**src/bct_pkg.sv**
```systemverilog
`timescale 1ns / 1ps

package bct_pkg;

	// Table geometry and coordinate format
	localparam int TABLE_DEPTH = 64;
	localparam int COORD_BITS  = 16;
	localparam int SIZE_BITS   = COORD_BITS - 1;
	localparam int SLOT_BITS   = 6;
	localparam int SLOT_LIMIT  = (TABLE_DEPTH < 64) ? TABLE_DEPTH : 64;
	localparam int AW          = $clog2(TABLE_DEPTH);
	localparam int CW          = $clog2(TABLE_DEPTH + 1);
	// edge arithmetic: position + displacement + size never wraps here
	localparam int EW          = COORD_BITS + 3;

	// Operation codes
	localparam logic [1:0] OP_APPEND = 2'd0;
	localparam logic [1:0] OP_UPDATE = 2'd1;
	localparam logic [1:0] OP_REMOVE = 2'd2;
	localparam logic [1:0] OP_QUERY  = 2'd3;

	// Stored box, pos_x in the lowest bits
	typedef struct packed {
		logic [SIZE_BITS-1:0]  size_y;
		logic [SIZE_BITS-1:0]  size_x;
		logic [COORD_BITS-1:0] pos_y;
		logic [COORD_BITS-1:0] pos_x;
	} box_t;

	localparam int BOX_W = $bits(box_t);

	// Controller to datapath commands
	typedef struct packed {
		logic cap;        // capture a request
		logic do_update;  // write box at requested slot
		logic do_remove;  // clear valid mark of requested slot
		logic a_clr;      // start free-slot search
		logic a_next;     // advance free-slot search
		logic a_take;     // store box in current free slot
		logic a_full;     // no free slot found
		logic q_rd_slot;  // fetch moving box
		logic q_load;     // latch moved box, start table scan
		logic q_scan;     // one scan step
		logic out_load;   // hand result to the output register
	} cmd_t;

	// Datapath to controller status
	typedef struct packed {
		logic [1:0] op;
		logic       slot_ok;
		logic       slot_vld;
		logic       free_here;
		logic       idx_last;
		logic       scan_last;
		logic       out_free;
	} status_t;

	function automatic logic signed [EW-1:0] sext_pos(input logic [COORD_BITS-1:0] p);
		return {{(EW - COORD_BITS){p[COORD_BITS-1]}}, p};
	endfunction

	function automatic logic signed [EW-1:0] zext_size(input logic [SIZE_BITS-1:0] s);
		return {{(EW - SIZE_BITS){1'b0}}, s};
	endfunction

endpackage

```
**src/bct_ctrl.sv**
```systemverilog
`timescale 1ns / 1ps

module bct_ctrl (
	input  logic             clk,
	input  logic             arst_n,
	input  logic             s_tvalid,
	output logic             s_tready,
	input  bct_pkg::status_t sts,
	output bct_pkg::cmd_t    cmd
);

	localparam logic [2:0] ST_IDLE  = 3'd0;
	localparam logic [2:0] ST_EXEC  = 3'd1;
	localparam logic [2:0] ST_AFREE = 3'd2;
	localparam logic [2:0] ST_QLOAD = 3'd3;
	localparam logic [2:0] ST_QSCAN = 3'd4;
	localparam logic [2:0] ST_FIN   = 3'd5;

	logic [2:0] state_q, state_d;

	always_ff @(posedge clk or negedge arst_n) begin
		if (!arst_n) begin
			state_q <= ST_IDLE;
		end else begin
			state_q <= state_d;
		end
	end

	assign s_tready = (state_q == ST_IDLE);

	// Next state and commands
	always_comb begin
		state_d = state_q;
		cmd     = '0;
		unique case (state_q)
			ST_IDLE: begin
				if (s_tvalid) begin
					cmd.cap = 1'b1;
					state_d = ST_EXEC;
				end
			end
			ST_EXEC: begin
				unique case (sts.op)
					bct_pkg::OP_APPEND: begin
						cmd.a_clr = 1'b1;
						state_d   = ST_AFREE;
					end
					bct_pkg::OP_UPDATE: begin
						cmd.do_update = sts.slot_ok;
						state_d       = ST_FIN;
					end
					bct_pkg::OP_REMOVE: begin
						cmd.do_remove = sts.slot_ok;
						state_d       = ST_FIN;
					end
					bct_pkg::OP_QUERY: begin
						if (sts.slot_ok && sts.slot_vld) begin
							cmd.q_rd_slot = 1'b1;
							state_d       = ST_QLOAD;
						end else begin
							state_d = ST_FIN;
						end
					end
					default: state_d = ST_FIN;
				endcase
			end
			// one valid mark per cycle, lowest free slot wins
			ST_AFREE: begin
				if (sts.free_here) begin
					cmd.a_take = 1'b1;
					state_d    = ST_FIN;
				end else if (sts.idx_last) begin
					cmd.a_full = 1'b1;
					state_d    = ST_FIN;
				end else begin
					cmd.a_next = 1'b1;
				end
			end
			ST_QLOAD: begin
				cmd.q_load = 1'b1;
				state_d    = ST_QSCAN;
			end
			ST_QSCAN: begin
				cmd.q_scan = 1'b1;
				if (sts.scan_last) begin
					state_d = ST_FIN;
				end
			end
			ST_FIN: begin
				if (sts.out_free) begin
					cmd.out_load = 1'b1;
					state_d      = ST_IDLE;
				end
			end
			default: state_d = ST_IDLE;
		endcase
	end

endmodule

```
**config.mk**
```make
export PLATFORM = sky130hd
export DESIGN_NAME = bct_ctrl
export DESIGN_NICKNAME = d
export VERILOG_FILES = /design/src/bct_pkg.sv /design/src/bct_ctrl.sv
export SDC_FILE = /design/constraint.sdc
export NUM_CORES = 1
export LEC_CHECK = 0
export ABC_AREA = 1
export CORE_AREA = 2 2 39 41
export DETAILED_ROUTE_END_ITERATION = 6
export DIE_AREA = 0 0 41 43
export DONT_BUFFER_PORTS = 1
export GPL_TIMING_DRIVEN = 0
export SETUP_SLACK_MARGIN = 0.1
export SYNTH_ARGS = -nofsm -noshare
export SYNTH_HDL_FRONTEND = slang
export SYNTH_SLANG_ARGS = --single-unit
```
**constraint.sdc**
```tcl
create_clock -name clk -period 1.8 [get_ports clk]
set_input_delay 0.27 -clock clk [delete_from_list [all_inputs] [get_ports clk]]
set_output_delay 0.27 -clock clk [all_outputs]
set_load 0.05 [all_outputs]
```
==> Word-level counts from Yosys, hierarchy flattened <==
Cells that the tools add are included.
{ "totals": {"out_inout_bits": 12, "wordCells": 45, "input_bits": 11, "ff_bits": 3} }
{ "op_classes": {"mux": 27, "n_eq_ne": 12, "n_reduce_logical": 5} }
{ "ops": {"columns": ["op", "count"], "rows": [
  ["$mux W3", 8],
  ["$pmux W3 S6", 1],
  ["$mux W1", 17],
  ["$pmux W3 S3", 1],
  ["$eq A3 B2 Y1 const B", 2],
  ["$eq A3 B3 Y1 const B", 2],
  ["$ne A2 B2 Y1 const B", 3],
  ["$eq A2 B2 Y1 const B", 2],
  ["$reduce_and A4 Y1", 1],
  ["$eq A3 B1 Y1 const B", 1],
  ["$logic_not A3 Y1", 1],
  ["$ne A3 B3 Y1 const B", 1],
  ["$eq A2 B1 Y1 const B", 1],
  ["$logic_not A2 Y1", 1],
  ["$reduce_or A2 Y1", 1],
  ["$logic_and A1 B1 Y1", 1]
]} }

==> Depth between registers and ports, before layout <==
Gate-level depths: netlist of the first run.
{ "depth": {"ltp_word": 4, "mapped_depth": 8, "ltp_nobuf": 8} }

==> Worst setup path after synthesis of the first run <==
OpenSTA, ideal clock, no wires.
{ "synth_timing": {"path_type": "register to output", "startpoint": "register state_q[0]", "endpoint": "output port cmd[2] (netlist name)", "setup_slack_ns": -0.083, "stages_incl_launch_ff": 3, "arrival_ns": 1.613, "required_time_ns": 1.530, "path_buffers": 0, "cell_sequence": "dfrtp_1 > inv_1 > nor3_1"} }
{ "synth_lines": {"columns": ["element", "line_no", "text"], "rows": [
  ["start: declaration", "bct_ctrl.sv:19", "logic [2:0] state_q, state_d;"],
  ["start signal: assignment", "bct_ctrl.sv:25", "state_q <= state_d;"],
  ["end: declaration", "bct_ctrl.sv:9", "output bct_pkg::cmd_t cmd"]
]} }

==> results.md, run 1 <==
* Worst Hold Class: input pin to register
* Combinational group share of total power at 66.3%
* Critical path fanouts, max at 8
* CP Capture Type: output port
* Clock Pin Slew Worst Setup and Hold Paths at 0.04 ns
* PwrDens at 1490 mW/mm^2
* CTS tree: done
* Syn Std Cell Area at 404 sq um
* Via count at 430
* Pin count of the biggest net entering global routing at 9
* Die area at 0.00176 sq mm
* Clock latency at the later pin of the worst-skew pair at 0.23 ns
* Critical path class: register to output port
* Initial standard-cell utilization of the core at 29.2%
* Placed wire-length estimate after detailed placement at 700 microns
* Startpoint Class: register
* Hold wc startpoint: sts[2]
* Worst reg2reg path startpoint: state_q[2]
* Worst rel slew slack at 40.5%
* Sequential cell area at 76.3 sq um
* Worst Max-Slew Pin Slew at 0.888 ns
* Clock Power Share at 14.5%
* Wire length of the first global-routing pass at 1.35 mm
* Finished Core Util at 39.4%
* Standby leakage power at 0.260 nW
* Average detailed-routed wire length per instance at 9.17 microns
* Number of cells on the worst hold path at 3
* Sw Pwr at 0.511 mW
* Boundary Pins at 23
* Worst path arrival time at 1.52 ns
* Number of global-route vias before repair at 384
* Register with the most flip-flops: state_q
* DRC marker count from the first detailed-route iteration at 3
* Internal at 0.300 mW
* Antenna violations before repair at 0
* Clock period minus final worst setup slack at 1.79 ns
* Number of buffers created by CTS at 3
* Floorplan row count at 14
* Final count of hold timing violations at 0
* Most used cells in the layout excluding fill and tap cells: sky130_fd_sc_hd__nand2_1 (19), sky130_fd_sc_hd__inv_1 (10), sky130_fd_sc_hd__nor2_1 (8)
* Number of inserted diodes at 0
* Worst setup slack for register-to-register paths at 0.16 ns
* Flip-flop and latch count after synthesis at 3
* Area taken by multi-input logic gates at 353 sq um
* Worst endpoint required time at 1.53 ns
* Capture instance of the worst register-to-register path: state_q[2]
* Most frequent standard cell in the layout excluding fill and tap cells: sky130_fd_sc_hd__nand2_1
* Share of final-layout standard cells stronger than drive strength 1 at 28.9%
* Number of placed cells counting well taps at 87
* Sequential fraction of design power at 19.2%
* Maximum operating frequency at 558 MHz
* Flip-flop count of the largest register, all copies and words added at 3
* Routability congestion estimate at 0.656
* Share of the yosys chip area belonging to registers at 18.6%
* Cells after synthesis at 71
* Die Span X at 41 microns
* P&R area growth vs syn at 35.0%
* Worst-case vdd ir drop at 350 uV
* Switching share of power at 63.0%
* Final Instance Count excl. Fillers at 92
* Port Buffer Count at 0
* Syn_area_per_cell at 5.69 sq um
* Pre-Repair DR Iteration Count at 2
* Final #Nets at 93
* Endpoint with the worst hold slack: state_q[1]
* Remaining routing DRC violations at 0
* Die extent in y at 43 microns
* Remaining antenna violation count after routing at 0
* Setup repair after global routing missed its margin: true
* MaxCap Viol Count at 0
* Post-detailed-routing wire length at 844 microns
* Post-CTS Setup Bufs at 0
* Number of vias per cell at 4.67
* Placeable core area at 0.00138 sq mm
* Global routing usage summed across all routing layers at 11.1%
* Max H-tree Level at 1
* R2R cell count at 6
* Unique masters post-synth at 13
* Worst clock skew on the final layout at 0.00339 ns
* Number of fill cells in the layout at 154
* Max Slew Vio Count at 0
* Number of setup violations in the final report at 0
* Warning count from the yosys run at 0
* Run status: completed
* Cell chosen for the clock root: sky130_fd_sc_hd__clkbuf_4
* Synthesized netlist net count at 87
* Final worst-path cycle share at 99.5%
* Biggest regs: state_q (3)
* Count of clock tree sinks at 3
* Clock Path Buffers at 2
* Overall overflow remaining after global route at 0
[routing by layer]
| metal | GRT usage, % | share of wire (%) | vias to the layer above |
|---|---|---|---|
| met1 | 11.6 | 37 | 183 |
| li1 | - | - | 227 |
| met5 | 0 | 0 | - |
| met3 | 2.62 | 9.0 | 2 |
| met4 | 6.00 | 2.3 | 0 |
| met2 | 18.8 | 51 | 18 |
[worst max-delay path by stage]
| stage | to | from | cells after the start | slack, ns |
|---|---|---|---|---|
| final | cmd[2] | state_q[0] | 2 | 0.009 |
| after global routing | cmd[2] | state_q[0] | 2 | -0.06 |
| after CTS | cmd[2] | state_q[0] | 2 | -0.005 |
| after detailed placement | state_q[1] | state_q[2] | 5 | -0.06 |
| after global placement | state_q[1] | state_q[2] | 5 | -0.06 |
| after floorplan | cmd[3] | state_q[2] | 3 | 0.12 |
[cell families after synthesis]
kind of cell    synth area share, %
flops                          18.6
compound gates                 3.71
fa+ha+maj                      15.5
simple gates                   49.2
buf+inv                        13.0
[final cells by class]
type	count	share of cell area (%)
timing repair buffer	1	1.83
sequential	3	14.0
multi-input combinational	54	64.7
inverter	14	11.0
tap	16	3.67
clock buffer	4	4.82
[power by group through the flow]
stage | logic, mW | clock network, mW | registers, mW
2_1_floorplan | 0.411 | 0 | 0.140
3_3_place_gp | 0.453 | 0 | 0.153
3_5_place_dp | 0.457 | 0 | 0.153
4_1_cts | 0.516 | 0.121 | 0.154
5_1_grt | 0.587 | 0.133 | 0.163
6_report | 0.537 | 0.118 | 0.156
[synthesized netlist by cell type (all sizes together)]
cell	instances	area (sq um)
nand3	6	35.0
ha	5	62.6
nand2	20	75.1
nor2	16	62.6
dfrtp	3	75.1
nand4	1	6.26
nor3	3	20.0
o21ai	3	15.0
inv	14	52.6
[through the flow]
| stage | setup slack (ns) | power (mW) | TNS [ns] | instance area [sq um] | hold WS (ns) |
|---|---|---|---|---|---|
| floorplan | 0.116 | 0.551 | 0 | 414 | -0.0256 |
| global placement | -0.0595 | 0.606 | -0.118 | 434 | -0.0255 |
| detailed placement | -0.0620 | 0.610 | -0.147 | 434 | -0.0255 |
| CTS | -0.00469 | 0.791 | -0.00469 | 518 | 0.238 |
| global route | -0.0647 | 0.884 | -0.188 | 546 | 0.281 |
| finish | 0.00853 | 0.811 | 0 | 546 | 0.268 |
[worst max-delay path, stage by stage (launching register included)]
cell	delay (ns)
sky130_fd_sc_hd__dfrtp_1	0.47
sky130_fd_sc_hd__inv_1	0.13
sky130_fd_sc_hd__nor3_2	0.69
[timing repair]
action	in CTS	in global routing
gates resized for setup	13	7
hold endpoints to repair	3	0
gates cloned	0	0
pin swaps	1	4
hold buffers	1	0
endpoints found under the setup margin	11	13
Power figures use the tool's default switching activity.
==> run 2: changes to the inputs <==
--- a/config.mk
+++ b/config.mk
@@ -11,6 +11,7 @@
 export DIE_AREA = 0 0 41 43
 export DONT_BUFFER_PORTS = 1
 export GPL_TIMING_DRIVEN = 0
+export HOLD_SLACK_MARGIN = 0.12
 export SETUP_SLACK_MARGIN = 0.1
 export SYNTH_ARGS = -nofsm -noshare
 export SYNTH_HDL_FRONTEND = slang
==> constraint.sdc (replaced) <==
create_clock -name clk -period 1.5 [get_ports clk]
set_input_delay 0.225 -clock clk [delete_from_list [all_inputs] [get_ports clk]]
set_output_delay 0.225 -clock clk [all_outputs]
set_load 0.05 [all_outputs]
==> results.md, run 2 (same netlist as run 1, synthesis figures left out) <==
* Run status: finished, violations left
* Violations in the final reports: negative setup slack
* Antenna violations before repair at 0
* Critical path fanouts, max at 6
* Max H-tree Level at 1
* Worst Max-Slew Pin Slew at 0.564 ns
* Worst clock skew on the final layout at 0.00652 ns
* Wire length of the first global-routing pass at 1.52 mm
* Remaining routing DRC violations at 0
* Die area at 0.00176 sq mm
* Routability congestion estimate at 0.634
* Die extent in y at 43 microns
* Standby leakage power at 0.311 nW
* Worst Hold Class: input pin to register
* Average detailed-routed wire length per instance at 10.1 microns
* Cell chosen for the clock root: sky130_fd_sc_hd__clkbuf_4
* Clock period minus final worst setup slack at 1.54 ns
* Most frequent standard cell in the layout excluding fill and tap cells: sky130_fd_sc_hd__nand2_1
* Max Slew Vio Count at 0
* Die Span X at 41 microns
* Floorplan row count at 14
* Pre-Repair DR Iteration Count at 4
* Maximum operating frequency at 651 MHz
* Boundary Pins at 23
* Total power after layout at 1.24 mW
* Final count of hold timing violations at 0
* Final #Nets at 101
* Final worst-path cycle share at 102%
* Placed wire-length estimate after detailed placement at 682 microns
* Clock Pin Slew Worst Setup and Hold Paths at 0.04 ns
* Placeable core area at 0.00138 sq mm
* Number of vias per cell at 4.86
* Worst endpoint required time at 1.27 ns
* Capture instance of the worst register-to-register path: state_q[2]
* Share of final-layout standard cells stronger than drive strength 1 at 42.9%
* Number of global-route vias before repair at 415
* P&R area growth vs syn at 64.1%
* Critical path class: register to output port
* Number of buffers created by CTS at 3
* Worst path arrival time at 1.31 ns
* Endpoint with the worst hold slack: state_q[0]
* Initial standard-cell utilization of the core at 29.2%
* Worst setup slack for register-to-register paths at 0.07 ns
* Hold wc startpoint: sts[0]
* Flip-flop count of the largest register, all copies and words added at 3
* Remaining antenna violation count after routing at 0
* Clock Path Buffers at 2
* Setup repair after global routing missed its margin: true
* Via count at 486
* Register with the most flip-flops: state_q
* Worst setup slack after layout at -0.0367 ns
* Count of clock tree sinks at 3
* Number of setup violations in the final report at 9
* Worst rel slew slack at 62.3%
* Number of fill cells in the layout at 148
* MaxCap Viol Count at 0
* CP Capture Type: output port
* Biggest regs: state_q (3)
* Number of inserted diodes at 0
* CP startpoint: state_q[0]
* PwrDens at 1860 mW/mm^2
* Placed standard-cell area at 444 sq um
* Worst reg2reg path startpoint: state_q[2]
* R2R cell count at 6
* Global routing usage summed across all routing layers at 12.5%
* Final non-filler cell area at 663 sq um
* Worst-case vdd ir drop at 537 uV
* Port Buffer Count at 0
* Startpoint Class: register
* Overall overflow remaining after global route at 0
* Number of cells on the worst hold path at 3
* Pin count of the biggest net entering global routing at 7
* Clock latency at the later pin of the worst-skew pair at 0.24 ns
* Post-detailed-routing wire length at 1.01 mm
* Most used cells in the layout excluding fill and tap cells: sky130_fd_sc_hd__nand2_1 (17), sky130_fd_sc_hd__inv_1 (9), sky130_fd_sc_hd__nor2_4 (9)
* CTS tree: done
* DRC marker count from the first detailed-route iteration at 6
## run 2: cell types whose count changed in the layout (fill, tap and decap cells not counted), moves of 2 or more
cell                      before  now
sky130_fd_sc_hd__nand2_1      19   17
sky130_fd_sc_hd__inv_4         0    2
sky130_fd_sc_hd__nand3_2       2    0
sky130_fd_sc_hd__nor3_2        2    0
sky130_fd_sc_hd__dfrtp_2       1    3
sky130_fd_sc_hd__buf_4         0    8
sky130_fd_sc_hd__nor3_4        1    3
sky130_fd_sc_hd__nor2_4        7    9
sky130_fd_sc_hd__nand3_4       0    2
sky130_fd_sc_hd__dfrtp_1       2    0
## run 2: how the worst max path moves through the flow
stage | slack [ns] | to | cells after the start
after floorplan | -0.13 | cmd[7] | 3
after global placement | -0.28 | cmd[7] | 3
after detailed placement | -0.28 | cmd[7] | 3
after CTS | -0.06 | cmd[3] | 3
after global routing | -0.08 | cmd[0] | 2
final | -0.04 | cmd[0] | 2
## run 2: final cells by class
type                       instances  area (sq um)  share of cell area [%]
multi-input combinational         54           403                    60.8
inverter                          14          65.1                    9.81
tap                               16          20.0                    3.02
clock buffer                       4          26.3                    3.96
timing repair buffer               9          70.1                    10.6
sequential                         3          78.8                    11.9
## run 2: where the power goes
part           internal (mW)  switching [mW]  total [mW]
Combinational          0.283           0.587       0.870
Clock                 0.0997          0.0432       0.143
Sequential             0.122           0.101       0.223
## run 2: per-layer routing
layer / vias up / GRT usage (%) / share of wire, %
met5: - / 0 / 0
met4: 0 / 6.00 / 1.9
met3: 2 / 2.62 / 7.8
met2: 20 / 22.5 / 56
met1: 221 / 12.3 / 34
li1: 243 / - / -
## run 2: per-stage QoR
stage	util [%]	worst slack, ns	hold slack, ns	TNS, ns	cells
2_1_floorplan	-	-0.129	-0.0706	-0.388	71
3_3_place_gp	32.1	-0.284	-0.0705	-1.12	87
3_5_place_dp	32.1	-0.282	-0.0705	-1.12	87
4_1_cts	43.8	-0.0644	0.218	-0.339	96
5_1_grt	47.9	-0.0811	0.231	-0.673	100
6_report	47.9	-0.0367	0.217	-0.165	100
## run 2: worst max-delay path: stages, from the launching register on
cell and delay [ns]:
sky130_fd_sc_hd__dfrtp_2 0.48, sky130_fd_sc_hd__nand2_2 0.11, sky130_fd_sc_hd__nor3_4 0.48
## run 2: repair_timing
item	4_1_cts	5_1_grt
pin swaps	5	10
hold buffers	1	0
endpoints found under the hold margin	3	0
resized for setup	25	6
setup buffers	4	4
setup endpoints to repair	14	13
==> run 3: changes to the inputs <==
--- a/config.mk
+++ b/config.mk
@@ -5,7 +5,6 @@
 export SDC_FILE = /design/constraint.sdc
 export NUM_CORES = 1
 export LEC_CHECK = 0
-export ABC_AREA = 1
 export CORE_AREA = 2 2 39 41
 export DETAILED_ROUTE_END_ITERATION = 6
 export DIE_AREA = 0 0 41 43
==> results.md, run 3 <==
* Run status: finished, violations left
* Violations in the final reports: negative setup slack
* Cell with the largest stage delay on the worst path: sky130_fd_sc_hd__nor4b_4
* Placed wire-length estimate after detailed placement at 694 microns
* Clock period minus final worst setup slack at 1.76 ns
* Count of clock tree sinks at 3
* Combinational group share of total power at 78.6%
* Number of inserted diodes at 0
* Prevailing post-synth register cell: sky130_fd_sc_hd__dfrtp_1
* Number of fill cells in the layout at 137
* Syn_area_per_cell at 8.42 sq um
* Finished Core Util at 47.9%
* MaxCap Viol Count at 0
* Worst path arrival time at 1.53 ns
* Final non-filler cell area at 663 sq um
* Startpoint Class: register
* Worst Hold Class: input pin to register
* Syn Std Cell Area at 404 sq um
* Portion of synthesized cell area occupied by the leading cell type at 18.6%
* Worst rel slew slack at 47.5%
* Floorplan row count at 14
* Pre-Repair DR Iteration Count at 2
* Sequential fraction of design power at 10.4%
* R2R cell count at 4
* Overall overflow remaining after global route at 0
* CP Capture Type: output port
* Most used cells in the layout excluding fill and tap cells: sky130_fd_sc_hd__buf_6 (6), sky130_fd_sc_hd__ha_1 (5), sky130_fd_sc_hd__buf_4 (5)
* Number of setup violations in the final report at 12
* Share of the yosys chip area belonging to registers at 18.6%
* Max Slew Vio Count at 0
* Most common library cells after synthesis: sky130_fd_sc_hd__ha_1 (5), sky130_fd_sc_hd__nor2_1 (5)
* Synthesized netlist net count at 64
* List of cells traversed by the critical path: buf_6, nand2b_4, nor4b_4
* Via count at 391
* Critical path class: register to output port
* Routability congestion estimate at 0.623
* Worst setup slack after layout at -0.257 ns
* Number of vias per cell at 5.08
* Placed standard-cell area at 499 sq um
* PwrDens at 1920 mW/mm^2
* Number of buffers created by CTS at 3
* Final #Nets at 78
* Largest cells by area after synthesis: sky130_fd_sc_hd__dfrtp_1 (19%), sky130_fd_sc_hd__ha_1 (15%), sky130_fd_sc_hd__nand2b_4 (6.8%)
* Worst hold slack at 0.203 ns
* Initial standard-cell utilization of the core at 29.2%
* Cells after synthesis at 48
* Fraction of synthesis flops using an asynchronous set or reset pin at 100%
* Sw Pwr at 0.630 mW
* Share of final-layout standard cells stronger than drive strength 1 at 57.4%
* Clock Path Buffers at 2
* Standby leakage power at 0.279 nW
* Biggest regs: state_q (3)
* Capture instance of the worst register-to-register path: state_q[1]
* Final total negative setup slack at -1.33 ns
* Placeable core area at 0.00138 sq mm
* Max H-tree Level at 1
* Clock Power Share at 11.1%
* Switching share of power at 49.5%
* Final count of hold timing violations at 0
* Antenna violations before repair at 0
* Worst Max-Slew Pin Slew at 0.781 ns
* Clock Pin Slew Worst Setup and Hold Paths at 0.04 ns
* Average detailed-routed wire length per instance at 11.7 microns
* Warning count from the yosys run at 0
* Total power after layout at 1.27 mW
* Worst clock skew on the final layout at 0.0000194 ns
* Cell chosen for the clock root: sky130_fd_sc_hd__clkbuf_4
* Unique masters post-synth at 28
* Critical path fanouts, max at 4
* Worst reg2reg path startpoint: state_q[2]
* Clock latency at the later pin of the worst-skew pair at 0.23 ns
* Number of global-route vias before repair at 421
* CP max stage delay at 0.63 ns
* Worst-case vdd ir drop at 780 uV
* Register with the most flip-flops: state_q
* Port Buffer Count at 0
* CTS tree: done
* Setup repair after global routing missed its margin: true
* Internal at 0.642 mW
* Number of synthesized flops with an enable pin at 0
* CP startpoint: state_q[2]
* Biggest area consumer among synthesized cells: sky130_fd_sc_hd__dfrtp_1
* Die extent in y at 43 microns
* P&R area growth vs syn at 64.1%
* Most frequent standard cell in the layout excluding fill and tap cells: sky130_fd_sc_hd__buf_6
* Remaining routing DRC violations at 0
* Maximum operating frequency at 569 MHz
* DRC marker count from the first detailed-route iteration at 4
* Die area at 0.00176 sq mm
* Capture point of the critical path: cmd[4]
* Boundary Pins at 23
* Pin count of the biggest net entering global routing at 11
* Remaining antenna violation count after routing at 0
* Post-detailed-routing wire length at 900 microns
* Flip-flop and latch count after synthesis at 3
* Worst endpoint required time at 1.27 ns
* Final worst-path cycle share at 117%
* Flip-flop count of the largest register, all copies and words added at 3
* Wire length of the first global-routing pass at 1.62 mm
* Die Span X at 41 microns
* Global routing usage summed across all routing layers at 13.7%
* Worst setup slack for register-to-register paths at -0.05 ns
-- run 3: changes by cell type in the layout (fill, tap and decap cells not counted), moves of 3 or more --
cell and delta:
sky130_fd_sc_hd__buf_4 -3, sky130_fd_sc_hd__nand2b_4 +3, sky130_fd_sc_hd__dfrtp_2 -3, sky130_fd_sc_hd__nor2_4 -5
sky130_fd_sc_hd__nor2_1 -6, sky130_fd_sc_hd__nand3_1 -3, sky130_fd_sc_hd__dfrtp_1 +3, sky130_fd_sc_hd__buf_6 +6
sky130_fd_sc_hd__nand2_1 -15, sky130_fd_sc_hd__inv_1 -6
-- run 3: metrics by stage --
step | std cells | setup slack (ns)
final | 77 | -0.257
after global routing | 77 | -0.334
after CTS | 75 | -0.268
after detailed placement | 64 | -0.106
after global placement | 64 | -0.106
after floorplan | 48 | -0.0629
-- run 3: power by group through the flow --
stage	Sequential [mW]	Combinational (mW)	Clock [mW]
6_report	0.132	0.999	0.141
5_1_grt	0.137	1.06	0.160
4_1_cts	0.132	0.958	0.144
3_5_place_dp	0.131	0.735	0
3_3_place_gp	0.130	0.728	0
2_1_floorplan	0.129	0.671	0
-- run 3: how the worst min path moves through the flow --
stage	from	to	slack (ns)	cells after the start
after floorplan	arst_n	state_q[0]	-0.07	0
after global placement	arst_n	state_q[0]	-0.07	0
after detailed placement	arst_n	state_q[0]	-0.07	0
after CTS	sts[4]	state_q[1]	0.20	2
after global routing	arst_n	state_q[1]	0.24	1
final	sts[4]	state_q[1]	0.20	2
-- run 3: cell families (layout without fill, tap and decap cells) --
| logic type | Yosys count | after routing | share of synthesized area, % |
|---|---|---|---|
| AOI/OAI and AO/OA | 10 | 10 | 19.2 |
| adders and majority gates | 5 | 5 | 15.5 |
| buffers and inverters | 6 | 19 | 8.67 |
| DFF | 3 | 3 | 18.6 |
| and+or+nand+nor | 24 | 24 | 38.1 |
-- run 3: worst max-delay path, delay by kind of cell (launching register included) --
kind	cells	cell delay, ns
flops	1	0.38
simple gates	2	0.80
buf+inv	1	0.12
-- run 3: layout make-up --
cell class	count	area [sq um]	area share, %
Tap cell	16	20.0	3.02
Buffer	3	33.8	5.09
Inverter	3	11.3	1.70
Sequential cell	3	75.1	11.3
Multi-Input combinational cell	39	415	62.6
Clock buffer	4	26.3	3.96
Timing Repair Buffer	9	81.3	12.3
-- run 3: what timing repair did --
| action | CTS | global route |
|---|---|---|
| hold buffers | 1 | 0 |
| setup endpoints to repair | 13 | 14 |
| pin swaps | 10 | 3 |
| buffers inserted | 6 | 2 |
| hold endpoints to repair | 3 | 0 |
| gates resized for setup | 16 | 1 |
-- run 3: layer usage --
metal | routed length [microns] | global-route usage [%] | vias to the layer above
met5 | 0 | 0 | -
met4 | 0 | 8.00 | 0
met3 | 80 | 6.81 | 0
met2 | 485 | 22.8 | 15
met1 | 334 | 12.3 | 181
li1 | - | - | 195
